[src/hdl/bpcr_pkg.sv]
package bpcr_pkg;

    localparam int STEP_W = 5;
    localparam int IDX_W  = 3;
    localparam int CFG_W  = 48;

    localparam logic [IDX_W-1:0] REG_TEMP_CALIB   = 3'd0;
    localparam logic [IDX_W-1:0] REG_PRESS_ONE_TWO = 3'd1;
    localparam logic [IDX_W-1:0] REG_PRESS_THREE_SIX = 3'd2;
    localparam logic [IDX_W-1:0] REG_PRESS_SEVEN_NINE = 3'd3;
    localparam logic [IDX_W-1:0] REG_PRESS_TEN_ELEVEN = 3'd4;
    localparam logic [IDX_W-1:0] REG_RATE_GAIN    = 3'd5;

    localparam logic [15:0] RATE_GAIN_RESET = 16'd1280;

    localparam logic [STEP_W-1:0] ST_D_T2     = 5'd0;
    localparam logic [STEP_W-1:0] ST_D_T3     = 5'd1;
    localparam logic [STEP_W-1:0] ST_X_D      = 5'd2;
    localparam logic [STEP_W-1:0] ST_TQ_TQ    = 5'd3;
    localparam logic [STEP_W-1:0] ST_TQ2_TQ   = 5'd4;
    localparam logic [STEP_W-1:0] ST_P6_TQ    = 5'd5;
    localparam logic [STEP_W-1:0] ST_TQ2_P7   = 5'd6;
    localparam logic [STEP_W-1:0] ST_TQ3_P8   = 5'd7;
    localparam logic [STEP_W-1:0] ST_P2_TQ    = 5'd8;
    localparam logic [STEP_W-1:0] ST_TQ2_P3   = 5'd9;
    localparam logic [STEP_W-1:0] ST_TQ3_P4   = 5'd10;
    localparam logic [STEP_W-1:0] ST_C_UP     = 5'd11;
    localparam logic [STEP_W-1:0] ST_UP_UP    = 5'd12;
    localparam logic [STEP_W-1:0] ST_P10_TQ   = 5'd13;
    localparam logic [STEP_W-1:0] ST_U2_B2    = 5'd14;
    localparam logic [STEP_W-1:0] ST_U2_UP    = 5'd15;
    localparam logic [STEP_W-1:0] ST_U3_P11   = 5'd16;
    localparam logic [STEP_W-1:0] ST_DIFF_GAIN = 5'd17;

    localparam logic signed [39:0] PRESS_LOW_Q6  = 40'sd1920000;
    localparam logic signed [39:0] PRESS_HIGH_Q6 = 40'sd8000000;

    typedef struct packed {
        logic              load;
        logic              mul;
        logic              wb;
        logic              fin;
        logic              chk;
        logic              rd_old;
        logic              commit;
        logic [STEP_W-1:0] step;
    } t_cmd;

    typedef struct packed {
        logic out_free;
    } t_sts;

endpackage

[src/hdl/bpcr_ctrl.sv]
module bpcr_ctrl (
    input  logic              i_clk,
    input  logic              i_rst_n,
    input  logic              i_in_valid,
    output logic              o_in_ready,
    input  bpcr_pkg::t_sts    i_sts,
    output bpcr_pkg::t_cmd    o_cmd
);

    localparam logic [2:0] S_IDLE  = 3'd0;
    localparam logic [2:0] S_MUL   = 3'd1;
    localparam logic [2:0] S_WB    = 3'd2;
    localparam logic [2:0] S_FIN   = 3'd3;
    localparam logic [2:0] S_CHK   = 3'd4;
    localparam logic [2:0] S_RING  = 3'd5;
    localparam logic [2:0] S_DONE  = 3'd6;

    logic [2:0]                  r_state, n_state;
    logic [bpcr_pkg::STEP_W-1:0] r_step, n_step;

    always_comb begin
        n_state = r_state;
        n_step  = r_step;
        o_cmd   = '0;
        o_cmd.step = r_step;
        o_in_ready = 1'b0;
        unique case (r_state)
            S_IDLE: begin
                o_in_ready = 1'b1;
                if (i_in_valid) begin
                    o_cmd.load = 1'b1;
                    n_step  = bpcr_pkg::ST_D_T2;
                    n_state = S_MUL;
                end
            end
            S_MUL: begin
                o_cmd.mul = 1'b1;
                n_state = S_WB;
            end
            S_WB: begin
                o_cmd.wb = 1'b1;
                if (r_step == bpcr_pkg::ST_U3_P11) begin
                    n_state = S_FIN;
                end else if (r_step == bpcr_pkg::ST_DIFF_GAIN) begin
                    n_state = S_DONE;
                end else begin
                    n_step  = r_step + 5'd1;
                    n_state = S_MUL;
                end
            end
            S_FIN: begin
                o_cmd.fin = 1'b1;
                n_state = S_CHK;
            end
            S_CHK: begin
                o_cmd.chk = 1'b1;
                n_state = S_RING;
            end
            S_RING: begin
                o_cmd.rd_old = 1'b1;
                n_step  = bpcr_pkg::ST_DIFF_GAIN;
                n_state = S_MUL;
            end
            S_DONE: begin
                if (i_sts.out_free) begin
                    o_cmd.commit = 1'b1;
                    n_state = S_IDLE;
                end
            end
            default: begin
                n_state = S_IDLE;
            end
        endcase
    end

    always_ff @(posedge i_clk) begin
        if (!i_rst_n) begin
            r_state <= S_IDLE;
            r_step  <= '0;
        end else begin
            r_state <= n_state;
            r_step  <= n_step;
        end
    end

    a_step_range: assert property (@(posedge i_clk) disable iff (!i_rst_n)
        r_step <= bpcr_pkg::ST_DIFF_GAIN)
        else $error("step counter out of range");

    a_commit_after_done: assert property (@(posedge i_clk) disable iff (!i_rst_n)
        o_cmd.commit |=> r_state == S_IDLE)
        else $error("commit did not return to idle");

    a_load_idle: assert property (@(posedge i_clk) disable iff (!i_rst_n)
        o_cmd.load |-> r_state == S_IDLE && !o_cmd.commit)
        else $error("load outside idle");

endmodule

[src/hdl/bpcr_dp.sv]
module bpcr_dp #(
    parameter int RATE_WINDOW    = 10,
    parameter int WARMUP_SAMPLES = 10
) (
    input  logic                         i_clk,
    input  logic                         i_rst_n,
    input  logic                         i_cfg_we,
    input  logic [bpcr_pkg::IDX_W-1:0]   i_cfg_idx,
    input  logic [bpcr_pkg::CFG_W-1:0]   i_cfg_wdata,
    input  logic [23:0]                  i_raw_pressure,
    input  logic [23:0]                  i_raw_temperature,
    input  logic                         i_target_shift,
    input  bpcr_pkg::t_cmd               i_cmd,
    output bpcr_pkg::t_sts               o_sts,
    output logic                         o_valid,
    input  logic                         i_ready,
    output logic                         o_accepted,
    output logic [22:0]                  o_pressure,
    output logic signed [25:0]           o_pressure_rate,
    output logic                         o_ready_res
);

    localparam int PTR_W  = $clog2(RATE_WINDOW);
    localparam int FILL_W = $clog2(RATE_WINDOW + 1);
    localparam logic [PTR_W-1:0]  PTR_LAST  = PTR_W'(RATE_WINDOW - 1);
    localparam logic [FILL_W-1:0] FILL_FULL = FILL_W'(RATE_WINDOW);
    localparam logic [3:0]        WARM_CNT  = 4'(WARMUP_SAMPLES);

    logic [39:0] r_tcal;
    logic [31:0] r_p12;
    logic [47:0] r_p36;
    logic [31:0] r_p79;
    logic [15:0] r_p1011;
    logic [15:0] r_gain;

    logic [15:0]        t1, t2, p5, p6;
    logic signed [7:0]  t3, p3, p4, p7, p8, p10, p11;
    logic signed [15:0] p1, p2, p9;
    logic signed [16:0] p1m, p2m;

    assign t1  = r_tcal[15:0];
    assign t2  = r_tcal[31:16];
    assign t3  = $signed(r_tcal[39:32]);
    assign p1  = $signed(r_p12[15:0]);
    assign p2  = $signed(r_p12[31:16]);
    assign p3  = $signed(r_p36[7:0]);
    assign p4  = $signed(r_p36[15:8]);
    assign p5  = r_p36[31:16];
    assign p6  = r_p36[47:32];
    assign p7  = $signed(r_p79[7:0]);
    assign p8  = $signed(r_p79[15:8]);
    assign p9  = $signed(r_p79[31:16]);
    assign p10 = $signed(r_p1011[7:0]);
    assign p11 = $signed(r_p1011[15:8]);
    assign p1m = 17'(p1) - 17'sd16384;
    assign p2m = 17'(p2) - 17'sd16384;

    logic [23:0]        r_up;
    logic               r_sp;
    logic signed [24:0] r_d;
    logic signed [32:0] r_x;
    logic signed [63:0] r_tacc;
    logic signed [23:0] r_tq;
    logic signed [31:0] r_tq2;
    logic signed [38:0] r_tq3;
    logic signed [31:0] r_c;
    logic [31:0]        r_u2;
    logic [31:0]        r_u3;
    logic signed [24:0] r_b2;
    logic signed [63:0] r_acc;
    logic signed [39:0] r_pq;
    logic               r_inr;
    logic [22:0]        r_oldest;
    logic signed [25:0] r_rate;
    logic signed [65:0] r_prod;

    logic [22:0]       r_hist [RATE_WINDOW];
    logic [PTR_W-1:0]  r_ptr;
    logic [FILL_W-1:0] r_fill;
    logic [3:0]        r_count;
    logic              r_ready;
    logic [22:0]       r_lastp;
    logic signed [25:0] r_lastr;

    logic               r_ovalid, r_oacc, r_oready;
    logic [22:0]        r_opress;
    logic signed [25:0] r_orate;

    logic signed [39:0] w_a;
    logic signed [25:0] w_b;
    logic signed [24:0] w_diff;

    assign w_diff = $signed({2'b00, r_pq[22:0]}) - $signed({2'b00, r_oldest});

    always_comb begin
        w_a = '0;
        w_b = '0;
        unique case (i_cmd.step)
            bpcr_pkg::ST_D_T2:     begin w_a = 40'(r_d);   w_b = 26'($signed({1'b0, t2})); end
            bpcr_pkg::ST_D_T3:     begin w_a = 40'(r_d);   w_b = 26'(t3); end
            bpcr_pkg::ST_X_D:      begin w_a = 40'(r_x);   w_b = 26'(r_d); end
            bpcr_pkg::ST_TQ_TQ:    begin w_a = 40'(r_tq);  w_b = 26'(r_tq); end
            bpcr_pkg::ST_TQ2_TQ:   begin w_a = 40'(r_tq2); w_b = 26'(r_tq); end
            bpcr_pkg::ST_P6_TQ:    begin w_a = 40'($signed({1'b0, p6})); w_b = 26'(r_tq); end
            bpcr_pkg::ST_TQ2_P7:   begin w_a = 40'(r_tq2); w_b = 26'(p7); end
            bpcr_pkg::ST_TQ3_P8:   begin w_a = 40'(r_tq3); w_b = 26'(p8); end
            bpcr_pkg::ST_P2_TQ:    begin w_a = 40'(p2m);   w_b = 26'(r_tq); end
            bpcr_pkg::ST_TQ2_P3:   begin w_a = 40'(r_tq2); w_b = 26'(p3); end
            bpcr_pkg::ST_TQ3_P4:   begin w_a = 40'(r_tq3); w_b = 26'(p4); end
            bpcr_pkg::ST_C_UP:     begin w_a = 40'(r_c);   w_b = 26'($signed({1'b0, r_up})); end
            bpcr_pkg::ST_UP_UP: begin
                w_a = 40'($signed({1'b0, r_up}));
                w_b = 26'($signed({1'b0, r_up}));
            end
            bpcr_pkg::ST_P10_TQ:   begin w_a = 40'(r_tq);  w_b = 26'(p10); end
            bpcr_pkg::ST_U2_B2:    begin w_a = 40'($signed({1'b0, r_u2})); w_b = 26'(r_b2); end
            bpcr_pkg::ST_U2_UP: begin
                w_a = 40'($signed({1'b0, r_u2}));
                w_b = 26'($signed({1'b0, r_up}));
            end
            bpcr_pkg::ST_U3_P11:   begin w_a = 40'($signed({1'b0, r_u3})); w_b = 26'(p11); end
            bpcr_pkg::ST_DIFF_GAIN: begin
                w_a = 40'(w_diff);
                w_b = 26'($signed({1'b0, r_gain}));
            end
            default: begin
                w_a = '0;
                w_b = '0;
            end
        endcase
    end

    logic signed [63:0] w_tsum;
    logic signed [39:0] w_t24w;
    logic signed [31:0] w_t24;
    logic signed [65:0] w_rsum;
    logic signed [57:0] w_rw;
    logic signed [25:0] w_rsat;
    logic signed [63:0] w_addend;

    always_comb begin
        w_tsum = r_tacc + 64'(r_prod);
        w_t24w = 40'(w_tsum >>> 24);
        if (w_t24w > 40'sd2147483647) begin
            w_t24 = 32'sh7fffffff;
        end else if (w_t24w < -40'sd2147483648) begin
            w_t24 = 32'sh80000000;
        end else begin
            w_t24 = 32'(w_t24w);
        end
        w_rsum = r_prod + 66'sd128;
        w_rw   = 58'(w_rsum >>> 8);
        if (w_rw > 58'sd33554431) begin
            w_rsat = 26'sh1ffffff;
        end else if (w_rw < -58'sd33554432) begin
            w_rsat = 26'sh2000000;
        end else begin
            w_rsat = 26'(w_rw);
        end
        w_addend = '0;
        unique case (i_cmd.step)
            bpcr_pkg::ST_TQ2_P7: w_addend = 64'(r_prod) <<< 6;
            bpcr_pkg::ST_TQ3_P8: w_addend = 64'(r_prod >>> 1);
            bpcr_pkg::ST_C_UP:   w_addend = 64'(r_prod >>> 2);
            bpcr_pkg::ST_U2_B2:  w_addend = 64'(r_prod >>> 10);
            bpcr_pkg::ST_U3_P11: w_addend = 64'(r_prod) <<< 5;
            default:             w_addend = '0;
        endcase
    end

    always_ff @(posedge i_clk) begin
        if (i_cmd.load) begin
            r_up <= i_raw_pressure;
            r_sp <= i_target_shift;
            r_d  <= $signed({1'b0, i_raw_temperature}) - $signed({1'b0, t1, 8'h00});
        end
        if (i_cmd.mul) begin
            r_prod <= w_a * w_b;
        end
        if (i_cmd.wb) begin
            unique case (i_cmd.step)
                bpcr_pkg::ST_D_T2:   r_tacc <= (64'(r_prod) <<< 18) + 64'sd8388608;
                bpcr_pkg::ST_D_T3:   r_x <= 33'(r_prod);
                bpcr_pkg::ST_X_D:    r_tq <= 24'(w_t24 >>> 8);
                bpcr_pkg::ST_TQ_TQ:  r_tq2 <= 32'(r_prod >>> 16);
                bpcr_pkg::ST_TQ2_TQ: r_tq3 <= 39'(r_prod >>> 16);
                bpcr_pkg::ST_P6_TQ:
                    r_acc <= (64'($signed({1'b0, p5})) <<< 33) + (64'(r_prod) <<< 8);
                bpcr_pkg::ST_P2_TQ:  r_c <= (32'(p1m) <<< 12) + 32'(r_prod >>> 13);
                bpcr_pkg::ST_TQ2_P3: r_c <= r_c + 32'(r_prod >>> 16);
                bpcr_pkg::ST_TQ3_P4: r_c <= r_c + 32'(r_prod >>> 21);
                bpcr_pkg::ST_UP_UP:  r_u2 <= r_prod[47:16];
                bpcr_pkg::ST_P10_TQ: r_b2 <= (25'(p9) <<< 8) + 25'(r_prod >>> 8);
                bpcr_pkg::ST_U2_UP:  r_u3 <= r_prod[55:24];
                bpcr_pkg::ST_DIFF_GAIN: r_rate <= w_rsat;
                default:             r_acc <= r_acc + w_addend;
            endcase
        end
        if (i_cmd.fin) begin
            r_pq <= 40'((r_acc + 64'sd8388608) >>> 24);
        end
        if (i_cmd.chk) begin
            r_inr <= (r_pq > bpcr_pkg::PRESS_LOW_Q6) && (r_pq < bpcr_pkg::PRESS_HIGH_Q6);
        end
        if (i_cmd.rd_old) begin
            r_oldest <= r_hist[r_ptr];
        end
        if (i_cmd.commit && r_inr) begin
            r_hist[r_ptr] <= r_pq[22:0];
        end
    end

    always_ff @(posedge i_clk) begin
        if (!i_rst_n) begin
            r_tcal  <= '0;
            r_p12   <= '0;
            r_p36   <= '0;
            r_p79   <= '0;
            r_p1011 <= '0;
            r_gain  <= bpcr_pkg::RATE_GAIN_RESET;
        end else if (i_cfg_we) begin
            unique case (i_cfg_idx)
                bpcr_pkg::REG_TEMP_CALIB:       r_tcal  <= i_cfg_wdata[39:0];
                bpcr_pkg::REG_PRESS_ONE_TWO:    r_p12   <= i_cfg_wdata[31:0];
                bpcr_pkg::REG_PRESS_THREE_SIX:  r_p36   <= i_cfg_wdata[47:0];
                bpcr_pkg::REG_PRESS_SEVEN_NINE: r_p79   <= i_cfg_wdata[31:0];
                bpcr_pkg::REG_PRESS_TEN_ELEVEN: r_p1011 <= i_cfg_wdata[15:0];
                bpcr_pkg::REG_RATE_GAIN:        r_gain  <= i_cfg_wdata[15:0];
                default: begin
                end
            endcase
        end
    end

    logic               n_ready;
    logic [3:0]         n_count;
    logic signed [25:0] n_rate;

    always_comb begin
        n_count = (r_count < 4'd15) ? r_count + 4'd1 : r_count;
        n_ready = r_ready || (n_count >= WARM_CNT);
        n_rate  = (r_fill == FILL_FULL && !r_sp) ? r_rate : 26'sd0;
    end

    always_ff @(posedge i_clk) begin
        if (!i_rst_n) begin
            r_ptr    <= '0;
            r_fill   <= '0;
            r_count  <= '0;
            r_ready  <= 1'b0;
            r_lastp  <= '0;
            r_lastr  <= '0;
            r_ovalid <= 1'b0;
        end else begin
            if (i_cmd.commit) begin
                r_ovalid <= 1'b1;
                if (r_inr) begin
                    r_ptr   <= (r_ptr == PTR_LAST) ? '0 : r_ptr + 1'b1;
                    if (r_fill != FILL_FULL) begin
                        r_fill <= r_fill + 1'b1;
                    end
                    r_count <= n_count;
                    r_ready <= n_ready;
                    r_lastp <= r_pq[22:0];
                    r_lastr <= n_rate;
                end
            end else if (i_ready) begin
                r_ovalid <= 1'b0;
            end
        end
    end

    always_ff @(posedge i_clk) begin
        if (i_cmd.commit) begin
            r_oacc <= r_inr;
            if (r_inr) begin
                r_opress <= r_pq[22:0];
                r_orate  <= n_rate;
                r_oready <= n_ready;
            end else begin
                r_opress <= r_lastp;
                r_orate  <= r_lastr;
                r_oready <= r_ready;
            end
        end
    end

    assign o_sts.out_free   = !r_ovalid || i_ready;
    assign o_valid          = r_ovalid;
    assign o_accepted       = r_oacc;
    assign o_pressure       = r_opress;
    assign o_pressure_rate  = r_orate;
    assign o_ready_res      = r_oready;

    a_ptr_range: assert property (@(posedge i_clk) disable iff (!i_rst_n)
        r_ptr <= PTR_LAST)
        else $error("ring pointer out of range");

    a_fill_range: assert property (@(posedge i_clk) disable iff (!i_rst_n)
        r_fill <= FILL_FULL)
        else $error("fill count out of range");

    a_ready_count: assert property (@(posedge i_clk) disable iff (!i_rst_n)
        r_ready |-> r_count >= WARM_CNT)
        else $error("ready set before warmup");

    a_rate_zero_filling: assert property (@(posedge i_clk) disable iff (!i_rst_n)
        (i_cmd.commit && r_fill != FILL_FULL) |=> r_lastr == 26'sd0)
        else $error("rate nonzero while ring fills");

endmodule

[src/hdl/baro_pressure_compensate_rate.sv]
// Channel   Direction  Payload
// s_axis    in         tdata: raw_pressure[23:0], raw_temperature[47:24]; tuser: target_shift
// m_axis    out        tdata: pressure[22:0], pressure_rate[48:23]; tuser: accepted, ready_res
// cfg       in         i_cfg_we, i_cfg_idx, i_cfg_wdata (register write, no read-back)
//
// Each sample is worked through the single shared 40x26 multiplier, which runs 18 products
// in turn, each as a multiply step and a write-back step, plus five control steps. A new
// sample is taken only once the previous result sits in the output register, and a result
// waits until the output register is free. Reset is synchronous and active low; it clears
// control state and the calibration coefficients and sets the rate gain to its reset value.
// A stalled output holds its result while the next sample is computed.
module baro_pressure_compensate_rate #(
    parameter int RATE_WINDOW    = 10,
    parameter int WARMUP_SAMPLES = 10
) (
    input  logic                        i_clk,
    input  logic                        i_rst_n,
    input  logic                        s_axis_tvalid,
    output logic                        s_axis_tready,
    input  logic [47:0]                 s_axis_tdata,  // raw_pressure, raw_temperature
    input  logic [0:0]                  s_axis_tuser,  // target_shift
    output logic                        m_axis_tvalid,
    input  logic                        m_axis_tready,
    output logic [55:0]                 m_axis_tdata,  // pressure, pressure_rate, zero pad
    output logic [1:0]                  m_axis_tuser,  // accepted, ready_res
    input  logic                        i_cfg_we,
    input  logic [bpcr_pkg::IDX_W-1:0]  i_cfg_idx,
    input  logic [bpcr_pkg::CFG_W-1:0]  i_cfg_wdata
);

    bpcr_pkg::t_cmd w_cmd;
    bpcr_pkg::t_sts w_sts;

    logic               w_acc, w_rdy;
    logic [22:0]        w_press;
    logic signed [25:0] w_rate;

    bpcr_ctrl u_ctrl (
        .i_clk      (i_clk),
        .i_rst_n    (i_rst_n),
        .i_in_valid (s_axis_tvalid),
        .o_in_ready (s_axis_tready),
        .i_sts      (w_sts),
        .o_cmd      (w_cmd)
    );

    bpcr_dp #(
        .RATE_WINDOW    (RATE_WINDOW),
        .WARMUP_SAMPLES (WARMUP_SAMPLES)
    ) u_dp (
        .i_clk               (i_clk),
        .i_rst_n             (i_rst_n),
        .i_cfg_we            (i_cfg_we),
        .i_cfg_idx           (i_cfg_idx),
        .i_cfg_wdata         (i_cfg_wdata),
        .i_raw_pressure      (s_axis_tdata[23:0]),
        .i_raw_temperature   (s_axis_tdata[47:24]),
        .i_target_shift      (s_axis_tuser[0]),
        .i_cmd               (w_cmd),
        .o_sts               (w_sts),
        .o_valid             (m_axis_tvalid),
        .i_ready             (m_axis_tready),
        .o_accepted          (w_acc),
        .o_pressure          (w_press),
        .o_pressure_rate     (w_rate),
        .o_ready_res         (w_rdy)
    );

    assign m_axis_tdata = {7'd0, w_rate, w_press};
    assign m_axis_tuser = {w_rdy, w_acc};

endmodule

[config.mk]
export PLATFORM = sky130hd
export DESIGN_NAME = baro_pressure_compensate_rate
export DESIGN_NICKNAME = d
export VERILOG_FILES = /design/src/hdl/bpcr_pkg.sv /design/src/hdl/bpcr_ctrl.sv /design/src/hdl/bpcr_dp.sv /design/src/hdl/baro_pressure_compensate_rate.sv
export SDC_FILE = /design/constraint.sdc
export NUM_CORES = 2
export LEC_CHECK = 0
export BUFFER_PORTS_ARGS = -buffer_cell sky130_fd_sc_hd__buf_2
export CAP_MARGIN = 5
export CORE_MARGIN = 1.5
export CORE_UTILIZATION = 39
export DETAILED_ROUTE_END_ITERATION = 7
export PLACE_DENSITY_LB_ADDON = 0.12
export REMOVE_ABC_BUFFERS = 1
export SKIP_LAST_GASP = 1
export SYNTH_ARGS = -nofsm -noshare
export SYNTH_HDL_FRONTEND = slang
export SYNTH_SLANG_ARGS = --single-unit
export TNS_END_PERCENT = 1
[constraint.sdc]
create_clock -name i_clk -period 9.5 [get_ports i_clk]
set_clock_uncertainty 0.2 [all_clocks]
set_input_delay 0.95 -clock i_clk [delete_from_list [all_inputs] [get_ports i_clk]]
set_output_delay 0.95 -clock i_clk [all_outputs]
set_load 0.005 [all_outputs]
==> out/metrics.cfg <==
[status]
outcome = finished, violations left
violations = DRC, setup timing

[worst_setup_path]
crit_type = flop to flop
crit_path_max_incr_delay_ns = 0.93
ff2ff_path_depth = 36
cp.required_ns = 9.81
cp.buffers_inverters = 11
cp_slowest_cell = a222oi_1
path_max_fanout = 13
end_kind = flop
critPathLaunchType = flop
path_common_cell = fa_1
worstPathArrival_ns = 10.43
crit_family = adder cells
crit_cells = 36

[cells_and_area]
nets = 11600
synthToLayoutAreaGrowth_pct = 18.2
drive_above_1_share_pct = 16.7
postLayoutCoreUtil_pct = 46.4

[timing]
rsz0062_at_grt = true
finalCritPeriodShare_pct = 106
finalHoldViolCount = 0
fin_crit_ns = 10.12
slew_headroom_pct = 17.1
worst_pin_slew_ns = 1.24
final.setup.tns_ns = -9.75
fin_ws_ns = -0.615
whs_ns = 0.0818
setup_viol = 27
maxSlewViolCount = 0
max_freq_mhz = 98.9

[detailed_routing]
antenna_left = 0
vias = 74500
routed_wl_um = 363000
drt_iter0_markers = 8111
first_pass_iters = 8
avgViaCountPerCell = 5.59
wl_per_cell_um = 27.2
drt_drc_violations_left = 1

[power]
swShare_pct = 37.8
power.switching_uw = 6750
p_clk_share_pct = 27.6
power_density_nw_per_um2 = 163
vdd.ir_drop.worst_mv = 0.218
p_int_uw = 11100
seq_power_share_pct = 31.8
power_frac_comb_pct = 40.6
p_leak_uw = 0.0466

[grt]
grt_max_degree = 104
grt_usage_pct = 29.9
overflow = 0
grt_pass1_wl_um = 525000
antenna_found_initial = 35
grt_pass1_vias = 74800

[logic_synthesis]
synthFlopType = edfxtp_1
synth_seq_cells = 1101
async_flop_share_pct = 0
synth_edf_count = 846
yosys_warnings = 0
synth_top_area_share_pct = 27.5
avgSynthCellArea_um2 = 9.98
yosys.area.top_type = edfxtp_1
seq_area_frac_synth_pct = 33.0
synth.most_common_cell = nand2_1
netlist_instances = 9272
synthTopCellsByArea = edfxtp_1, fa_1, nand2_1
yosys-top-cells-count = nand2_1, inv_1, fa_1, edfxtp_1, nor2_1
syn_area_um2 = 92500
ys_types = 99

[cts]
cts_tree = yes
cts_max_path_buffers = 3
clk_pin_slew_worst_paths_ns = 0.06
cts_inserted_buffers = 118
cts-root-buf = clkbuf_16
cts_sinks = 1101
insertion_delay_ns = 0.84
h-tree-depth = 3

[placed_design]
io_buffers = 157
globalplace.congestion = 0.986
hpwlAfterDp_um = 280000

[floorplan]
core_um2 = 236000
die_h_um = 490
start_util_pct = 39.3
ios = 165
die-area_um2 = 240000
fp.dieW_um = 490
std_cell_rows = 178

[hold_path]
min_path_type = input port to flop
hold_depth = 1

[flow_run]
maxCapViolations = 0

routing by layer:
layer	vias to the layer above	GRT usage, %	share of wire, %
li1	32700	-	-
met1	37900	41.3	42
met2	3262	46.7	45
met3	680	4.65	8.0
met4	4	12.3	4.9
met5	-	0	0.0091
power by group through the flow:
stage	Combinational (uW)	Sequential (uW)	Clock [uW]
floorplan	3600	5820	0
CTS	7190	5670	5000
global route	7810	5680	5180
global placement	6950	5770	0
finish	7250	5680	4930
detailed placement	6990	5770	0
logic make-up (layout without fill, tap and decap cells):
group | after synthesis | after routing | share of synthesized area [%]
XOR/XNOR | 386 | 386 | 3.65
multiplexers | 154 | 154 | 2.36
adder cells (fa/ha/maj) | 1451 | 1451 | 28.0
flip-flops | 1101 | 1101 | 33.0
other | 1 | 19 | 0.00405
AO/OA/AOI/OAI | 1637 | 1637 | 12.2
AND/OR/NAND/NOR | 2842 | 2842 | 13.8
buffers and inverters | 1700 | 2584 | 7.01
path summary, 6_finish.rpt:
| path | startpoint | to | slack [ns] |
|---|---|---|---|
| worst min register to register | u_dp.r_p79[3]$_SDFFE_PN0P_ | u_dp.r_p79[3]$_SDFFE_PN0P_ | 0.27 |
| worst max register to register | u_ctrl.r_step[0]$_SDFFE_PN0P_ | u_dp.r_prod[65]$_DFFE_PP_ | -0.62 |
| worst min-delay path | s_axis_tdata[4] | u_dp.r_up[4]$_DFFE_PP_ | 0.08 |
| worst max-delay path | u_ctrl.r_step[0]$_SDFFE_PN0P_ | u_dp.r_prod[65]$_DFFE_PP_ | -0.62 |
area by class of cell:
cell class | count | area (um^2)
Clock inverter | 64 | 821
Fill cell | 22300 | 126000
Tap cell | 3150 | 3940
Inverter | 1175 | 4410
Sequential cell | 1101 | 30500
Timing Repair Buffer | 1183 | 9800
Multi-Input combinational cell | 6477 | 56600
Antenna cell | 12 | 30.0
Clock buffer | 162 | 3290
cells in the final DEF, fill, tap and decap left out, types with 30 or more instances in the layout:
master / instances
a211oi_1: 56
a21boi_0: 198
a21o_1: 152
a21oi_1: 308
a221oi_1: 32
a222oi_1: 54
a22oi_1: 182
a31oi_1: 58
and2_1: 137
and3_1: 62
buf_12: 99
buf_2: 156
buf_4: 910
clkbuf_1: 30
clkbuf_16: 121
dfxtp_1: 251
edfxtp_1: 846
fa_1: 1026
ha_1: 403
inv_1: 1173
mux2_2: 50
mux2i_1: 56
mux4_2: 46
nand2_1: 1480
nand2b_1: 57
nand3_1: 182
nand4_1: 77
nor2_1: 454
nor2b_1: 114
nor3_1: 77
o21a_1: 32
o21ai_0: 209
o21bai_1: 44
xnor2_1: 261
xor2_1: 125
flip-flops by register name, indices dropped and copies added (netlist names), 39 cells and up:
signal,count
u_dp.r_p36,48
u_dp.r_prod,66
u_dp.r_tq3,39
u_dp.r_pq,40
u_dp.r_tcal,40
u_dp.r_tacc,46
u_dp.r_hist,230
u_dp.r_acc,64
what timing repair did:
action                                  4_1_cts  5_1_grt
hold buffers                                  0        0
endpoints found under the hold margin         0        0
pin swaps                                    96       14
endpoints found under the setup margin       44       40
resized for setup                           129       21
buffers inserted                             24        0
through the flow:
stage                     cell area [um^2]  total power, uW  setup slack (ns)  instances
after floorplan                      90500             9420             -3.20       8753
after global placement              104000            12700             -1.80      13100
after detailed placement            104000            12800             -1.88      13100
after CTS                           109000            17900            -0.621      13300
after global routing                109000            18700            -0.947      13300
final                               109000            17900            -0.615      13300
Power figures use the tool's default switching activity.
